## src/rtl/slp_pkg.sv

```systemverilog
// Package for the spectral Leray projection block: transaction payload types,
// field widths, register indexes and divider sizing. It depends on nothing.
package slp_pkg;

	localparam int IDX_W      = 10;
	localparam int GRID_W     = 11;
	localparam int COMP_W     = 32;
	localparam int K_W        = 12;
	localparam int PROD_W     = 44;
	localparam int DOT_W      = 46;
	localparam int SQ_W       = 21;
	localparam int DEN_W      = 22;
	localparam int NUM_W      = 58;
	localparam int QUO_W      = 33;
	localparam int N_W        = 13;
	localparam int CFG_IDX_W  = 1;
	localparam int CFG_DATA_W = 11;

	localparam int MAX_GRID_DEFAULT = 1024;

	localparam logic [CFG_IDX_W-1:0] REG_MODE = 1'd0;
	localparam logic [CFG_IDX_W-1:0] REG_GRID = 1'd1;

	localparam logic [GRID_W-1:0] GRID_RESET = 11'd256;

	typedef struct packed {
		logic [IDX_W-1:0]         row_index;
		logic [IDX_W-1:0]         col_index;
		logic [IDX_W-1:0]         depth_index;
		logic signed [COMP_W-1:0] comp1_re;
		logic signed [COMP_W-1:0] comp1_im;
		logic signed [COMP_W-1:0] comp2_re;
		logic signed [COMP_W-1:0] comp2_im;
		logic signed [COMP_W-1:0] comp3_re;
		logic signed [COMP_W-1:0] comp3_im;
	} coef_t;

	typedef struct packed {
		logic signed [COMP_W-1:0] proj1_re;
		logic signed [COMP_W-1:0] proj1_im;
		logic signed [COMP_W-1:0] proj2_re;
		logic signed [COMP_W-1:0] proj2_im;
		logic signed [COMP_W-1:0] proj3_re;
		logic signed [COMP_W-1:0] proj3_im;
	} proj_t;

endpackage

```

## src/rtl/slp_div.sv

```systemverilog
// One projection lane: pipelined signed division of k*dot by |k|^2, one quotient
// bit per stage, then subtraction from the component and saturation. Uses slp_pkg.
module slp_div (
	input  logic                                clk,
	input  logic                                en,
	input  logic signed [slp_pkg::NUM_W-1:0]    num,
	input  logic [slp_pkg::DEN_W-1:0]           den,
	input  logic signed [slp_pkg::COMP_W-1:0]   comp,
	input  logic                                force_zero,
	output logic signed [slp_pkg::COMP_W-1:0]   res
);
	import slp_pkg::*;

	localparam logic signed [COMP_W+2:0] SAT_HI = (COMP_W+3)'(2147483647);
	localparam logic signed [COMP_W+2:0] SAT_LO = -(COMP_W+3)'(64'sd2147483648);

	logic [NUM_W-1:0] mag;
	logic             neg;

	logic [DEN_W-1:0]         rem_s  [QUO_W+1];
	logic [QUO_W-1:0]         ql_s   [QUO_W+1];
	logic [DEN_W-1:0]         den_s  [QUO_W+1];
	logic signed [COMP_W-1:0] comp_s [QUO_W+1];
	logic                     neg_s  [QUO_W+1];
	logic                     zero_s [QUO_W+1];

	logic signed [QUO_W:0]    quo;
	logic signed [COMP_W+2:0] diff;

	// The quotient magnitude is known to stay below 2^QUO_W, so the bits above
	// the quotient field start off as a remainder that is already below |k|^2.
	assign neg = num[NUM_W-1];
	assign mag = neg ? (~num + NUM_W'(1)) : num;

	always_ff @(posedge clk) begin
		if (en) begin
			rem_s[0]  <= mag[QUO_W +: DEN_W];
			ql_s[0]   <= mag[QUO_W-1:0];
			den_s[0]  <= den;
			comp_s[0] <= comp;
			neg_s[0]  <= neg;
			zero_s[0] <= force_zero;
		end
	end

	for (genvar i = 0; i < QUO_W; i++) begin : g_step
		logic [DEN_W:0]   trial;
		logic [DEN_W+1:0] sub;
		logic             ge;

		assign trial = {rem_s[i], ql_s[i][QUO_W-1]};
		assign sub   = {1'b0, trial} - {2'b00, den_s[i]};
		assign ge    = ~sub[DEN_W+1];

		always_ff @(posedge clk) begin
			if (en) begin
				rem_s[i+1]  <= ge ? sub[DEN_W-1:0] : trial[DEN_W-1:0];
				ql_s[i+1]   <= {ql_s[i][QUO_W-2:0], ge};
				den_s[i+1]  <= den_s[i];
				comp_s[i+1] <= comp_s[i];
				neg_s[i+1]  <= neg_s[i];
				zero_s[i+1] <= zero_s[i];
			end
		end
	end

	assign quo  = neg_s[QUO_W] ? -$signed({1'b0, ql_s[QUO_W]}) : $signed({1'b0, ql_s[QUO_W]});
	assign diff = (COMP_W+3)'(comp_s[QUO_W]) - (COMP_W+3)'(quo);

	always_ff @(posedge clk) begin
		if (en) begin
			if (zero_s[QUO_W]) begin
				res <= '0;
			end else if (diff > SAT_HI) begin
				res <= SAT_HI[COMP_W-1:0];
			end else if (diff < SAT_LO) begin
				res <= SAT_LO[COMP_W-1:0];
			end else begin
				res <= diff[COMP_W-1:0];
			end
		end
	end

endmodule

```

## config.mk

```make
export PLATFORM = sky130hd
export DESIGN_NAME = slp_div
export DESIGN_NICKNAME = d
export VERILOG_FILES = /design/src/rtl/slp_pkg.sv /design/src/rtl/slp_div.sv
export SDC_FILE = /design/constraint.sdc
export NUM_CORES = 2
export LEC_CHECK = 0
export ABC_AREA = 1
export BUFFER_PORTS_ARGS = -buffer_cell sky130_fd_sc_hd__buf_2
export CAP_MARGIN = 20
export CORE_MARGIN = 4
export CORE_UTILIZATION = 48
export DETAILED_ROUTE_END_ITERATION = 8
export GPL_TIMING_DRIVEN = 0
export HOLD_SLACK_MARGIN = 0.15
export PLACE_DENSITY = 0.71
export SLEW_MARGIN = 5
export SYNTH_ARGS = -nofsm -noshare
export SYNTH_HDL_FRONTEND = slang
export SYNTH_SLANG_ARGS = --single-unit
export TNS_END_PERCENT = 20
```

## constraint.sdc

```tcl
create_clock -name clk -period 4.4 [get_ports clk]
set_input_delay 1.32 -clock clk [delete_from_list [all_inputs] [get_ports clk]]
set_output_delay 1.32 -clock clk [all_outputs]
set_load 0.1 [all_outputs]
```

* Word level (Yosys, flattened, before mapping)
Memory sizes are Yosys's and may differ from the RTL's. Cells that the tools add are included.
Word-level totals: flip-flop bits (word level) 32, bits in latches 0, memory bits (writable) 3774, memory bits (read-only) 0, memories kept 6
Operators by class: $add $sub $neg 36, multipliers 0, div/mod/pow operators 0, $lt $le $gt $ge 2, eq/ne operators 0, shift-type cells 0, multiplexer cells 39, bitwise operators 34, reduce and logical (&&, ||, !) cells 1
Memories:
- ql_s | words 34, width 33, read ports 34, clocked after memory_dff 0, wr ports 34, RTL line slp_div.sv:21 | logic [QUO_W-1:0] ql_s [QUO_W+1];
- comp_s | words 34, width 32, read ports 34, clocked after memory_dff 0, wr ports 34, RTL line slp_div.sv:23 | logic signed [COMP_W-1:0] comp_s [QUO_W+1];
- den_s | words 34, width 22, read ports 33, clocked after memory_dff 0, wr ports 34, RTL line slp_div.sv:22 | logic [DEN_W-1:0] den_s [QUO_W+1];
- rem_s | words 34, width 22, read ports 33, clocked after memory_dff 0, wr ports 34, RTL line slp_div.sv:20 | logic [DEN_W-1:0] rem_s [QUO_W+1];
- neg_s | words 34, width 1, read ports 34, clocked after memory_dff 0, wr ports 34, RTL line slp_div.sv:24 | logic neg_s [QUO_W+1];
- zero_s | words 34, width 1, read ports 34, clocked after memory_dff 0, wr ports 34, RTL line slp_div.sv:25 | logic zero_s [QUO_W+1];
Operators by type and width (number):
- subtractor 23 x 22 -> 24 bit | 33
- two-way mux 22 bit | 33
- adder 55 x 2 -> 55 bit (second input constant) | 1
- two-way mux 55 bit | 1
- NOT 55 bit | 1
- greater-than comparator 35 x 32 -> 1 bit (second input constant) | 1
- less-than comparator 35 x 32 -> 1 bit (second input constant) | 1
- subtractor 32 x 34 -> 35 bit | 1
- two-way mux 34 bit | 1
- negator 33 -> 34 bit | 1
- NOT 1 bit | 33
- two-way mux 32 bit | 1
- two-way mux 31 bit | 1
- two-way mux 1 bit | 2
- OR reduction 2 bit | 1

* Longest topological paths before layout
An unclocked memory read counts as a cell.
depth after elaboration 7, gate-level depth with buffers 29, mapped depth without buffers 28

* Worst setup path after synthesis
OpenSTA, ideal clock, no wires.
path type register -> register, from memory ql_s[33][0], to register res[10] (netlist bit) (data pin), library setup time 280 ps, arrival time 3322 ps, data required time 4120 ps, path slack 798 ps, cell stages (with the launch flop) 27, buffers on the path 1, period minus slack after synthesis 3602 ps, cells stage by stage edfxtp_1 inv_1 ha_1 inv_1 nor3_2 inv_1 nor2_2 nand3_1 o21ai_2 o21ai_2 nor2_1 o21ai_0 xnor2_1 ha_1 nand2_1 inv_1 nand2_1 nand2_1 nand2_1 nand2_1 a21oi_1 nand3_1 nand2_2 nand2_2 o21ai_4 buf_6 a21oi_2
RTL lines:
- start, declared | RTL line slp_div.sv:21
- end signal, assigned | RTL line slp_div.sv:75 | res <= SAT_HI[COMP_W-1:0];
- end signal, assigned | RTL line slp_div.sv:77 | res <= SAT_LO[COMP_W-1:0];
- end signal, assigned | RTL line slp_div.sv:79 | res <= diff[COMP_W-1:0];
- end, declared | RTL line slp_div.sv:10 | output logic signed [slp_pkg::COMP_W-1:0] res

==> flow_summary.yaml <==
timing:
  fmax_mhz: 230.2
  slew_headroom: 0.3092
  layout_min_cycle_time_ns: 4.344
  hold_violations: 0
  worstMarginPinSlew_ns: 1.033
  finalCritPeriodShare: 0.9873
  finalSetupViolations: 0
  setup_ws_ns: 0.05603
  finalMaxSlewViolations: 0
  fin_skew_ns: 0.06099
  rsz0062_at_grt: "yes"
yosys:
  synth-seq-cells: 3762
  ys_types: 62
  synth_common_cells: "3762 x edfxtp_1, 2202 x nand2_1, 1473 x inv_1"
  synth.avg_cell_area_um2: 12.49
  yosys_warnings: 0
  synth_most_common_cell: "edfxtp_1"
  syn-num-nets: 14130
  ys_seq_area_frac: 0.6845
  ys_dominant_reg_cell: "edfxtp_1"
  synth.area.top_cells: "edfxtp_1 68%, ha_1 5.8%, nand2_1 5.0%"
  synth_cells: 13220
  synthArstFlopShare: 0
  yosysTopAreaCell: "edfxtp_1"
  synth_edf_count: 3762
  syn_area_um2: 165000
  netlist.area_leader.share: 0.6845
pwr:
  p_leak_nw: 72.29
  powerDensity_nw_per_um2: 662.8
  peakVddDrop_mv: 0.3568
hold_path:
  hold_path.class: "flop to flop"
drt:
  avgViaCountPerCell: 5.218
  totalWireLength_mm: 360.6
  top_layer: "met5"
  ant_nets: 0
  drtIter0Drc: 7878
  route.met2.wl_mm: 170.0
  wl_met3_mm: 16.24
  via_count: 97560
  drtPass1Iterations: 6
  wl_met1_mm: 162.2
  wl_per_cell_um: 19.29
  drc: 0
global_route:
  gr-total-overflow: 0
  grt_pass1_wl_mm: 548.6
  grt_pass1_vias: 94670
  grtUsageTotal: 0.1987
  grt_start_max_net_pins: 185
  antenna_found_initial: 15
status:
  outcome: "finished, final reports clean"
setup_path:
  cp_data_arrival_time_ns: 5.08
  cp-start-kind: "flop"
  slowest_stage: "edfxtp_1"
  crit_top_cell: "nand2_2"
  required_ns: 5.13
  setup.worst_path.end_class: "flop"
  slowest_delay_ns: 0.47
  path_class: "flop to flop"
  crit_path_max_fanout: 5
clock_tree:
  clkLatencyLatePin_ns: 0.97
  cts_root_buf: "clkbuf_16"
  cts_htree_levels: 5
  cts_tree: "built"
  cts.clk_slew.worst_paths_ns: 0.06
  cts_buffer_depth: 4
  cts.sinks: 3762
  numCtsBuffers: 380
cells_and_area:
  drive_above_1_share: 0.08927
  num-nets-final: 14710
  fillers: 28900
  area_growth_syn_to_layout_pct: 12.48
  final_cells: 18700
die:
  die_h_um: 594.4
  core-area_um2: 342700
  dieArea_um2: 353300
  start_util: 0.4816
  fp-row-count: 215
  io_pins: 147
  die_width_um: 594.4
placed_design:
  dp_slack_ns: -1.787
  place_inst: 17940
  dpl.hpwl_mm: 267.1
  port-buffer-count: 144
  place.gp.congestion: 0.9159
job:
  cap_viol_max_count: 0
-- layer usage --
metal,up-vias,global-route usage
met4,4,0.06303
met2,2166,0.3263
met1,46480,0.2777
met5,-,0
li1,48360,-
met3,548,0.02396
-- area by class of cell --
cell class	instances	area, um^2	share of cell area
sequential	3762	113000	0.6085
multi-input combinational	7831	46260	0.2492
clock buffer	457	9926	0.05347
tap	4557	5702	0.03071
inverter	1491	5597	0.03015
clock inverter	243	2425	0.01306
timing repair buffer	198	1944	0.01047
buffer	133	768.2	0.004138
antenna	23	57.56	0.0003100
-- cell families (layout without fill, tap and decap cells) --
logic type / after synthesis / count (layout) / synth area share
adder cells (fa/ha/maj): 794 / 794 / 0.06170
other: 0 / 23 / 0
flip-flops: 3762 / 3762 / 0.6845
buffers and inverters: 1624 / 2522 / 0.03852
AND/OR/NAND/NOR: 4243 / 4243 / 0.1100
XOR/XNOR: 500 / 500 / 0.02653
AO/OA/AOI/OAI: 2294 / 2294 / 0.07873
-- final timing paths --
kind                                     start              to  slack [ns]  cells after the start
worst max register to register     ql_s[33][0]         res[18]        0.06                     28
worst min register to register  comp_s[32][10]  comp_s[33][10]        0.39                      0
worst max-delay path               ql_s[33][0]         res[18]        0.06                     28
worst min-delay path            comp_s[32][10]  comp_s[33][10]        0.39                      0
-- cell usage in the layout (no fill, tap or decap), types with 231 or more instances in the layout --
| master | Yosys | layout |
|---|---|---|
| a21oi_1 | 930 | 923 |
| buf_2 | 91 | 234 |
| clkbuf_16 | 0 | 393 |
| edfxtp_1 | 3762 | 3762 |
| ha_1 | 761 | 749 |
| inv_1 | 1473 | 1470 |
| nand2_1 | 2202 | 2178 |
| nand3_1 | 452 | 448 |
| nor2_1 | 896 | 883 |
| o21ai_0 | 728 | 726 |
| xnor2_1 | 265 | 263 |
| xor2_1 | 235 | 231 |
-- metrics by stage --
stage / util / hold WS [ns] / cell area (um^2) / power (mW) / setup TNS [ns]
3_5_place_dp: 0.5023 / 0.4045 / 172100 / 91.35 / -1717.90
3_3_place_gp: 0.5003 / 0.4002 / 171500 / 91.16 / -
6_report: 0.5417 / 0.3913 / 185600 / 123.0 / 0
2_1_floorplan: - / 0.4003 / 165000 / 78.31 / 0
4_1_cts: 0.5390 / 0.3951 / 184700 / 123.6 / -2.312
5_1_grt: 0.5416 / 0.4029 / 185600 / 130.9 / -3.165
-- timing repair --
action	in CTS	in global routing
gates resized for setup	5	117
pin swaps	0	51
endpoints found under the setup margin	846	771
buffers inserted	0	16
hold buffers	0	0
gates cloned	7	7
-- state kept, by name, summed over array words and instances, names as in the netlist --
| name | cells |
|---|---|
| neg_s | 34 |
| rem_s | 726 |
| den_s | 726 |
| ql_s | 1122 |
| res | 32 |
| comp_s | 1088 |
| zero_s | 34 |
-- worst max-delay path: cells and delay by family (launching register included) --
family | cells | cell delay [ns]
AO/OA/AOI/OAI | 5 | 0.92
buffers and inverters | 6 | 0.51
AND/OR/NAND/NOR | 14 | 1.56
XOR/XNOR | 1 | 0.24
adder cells (fa/ha/maj) | 2 | 0.45
flip-flops | 1 | 0.47
-- where the power goes --
group / switching (mW) / total, mW / internal (mW)
clock: 13.3 / 31.7 / 18.4
combinational: 26.4 / 40.5 / 14.1
sequential: 3.42 / 50.8 / 47.4
No activity file was read; power rests on OpenSTA's default activity.
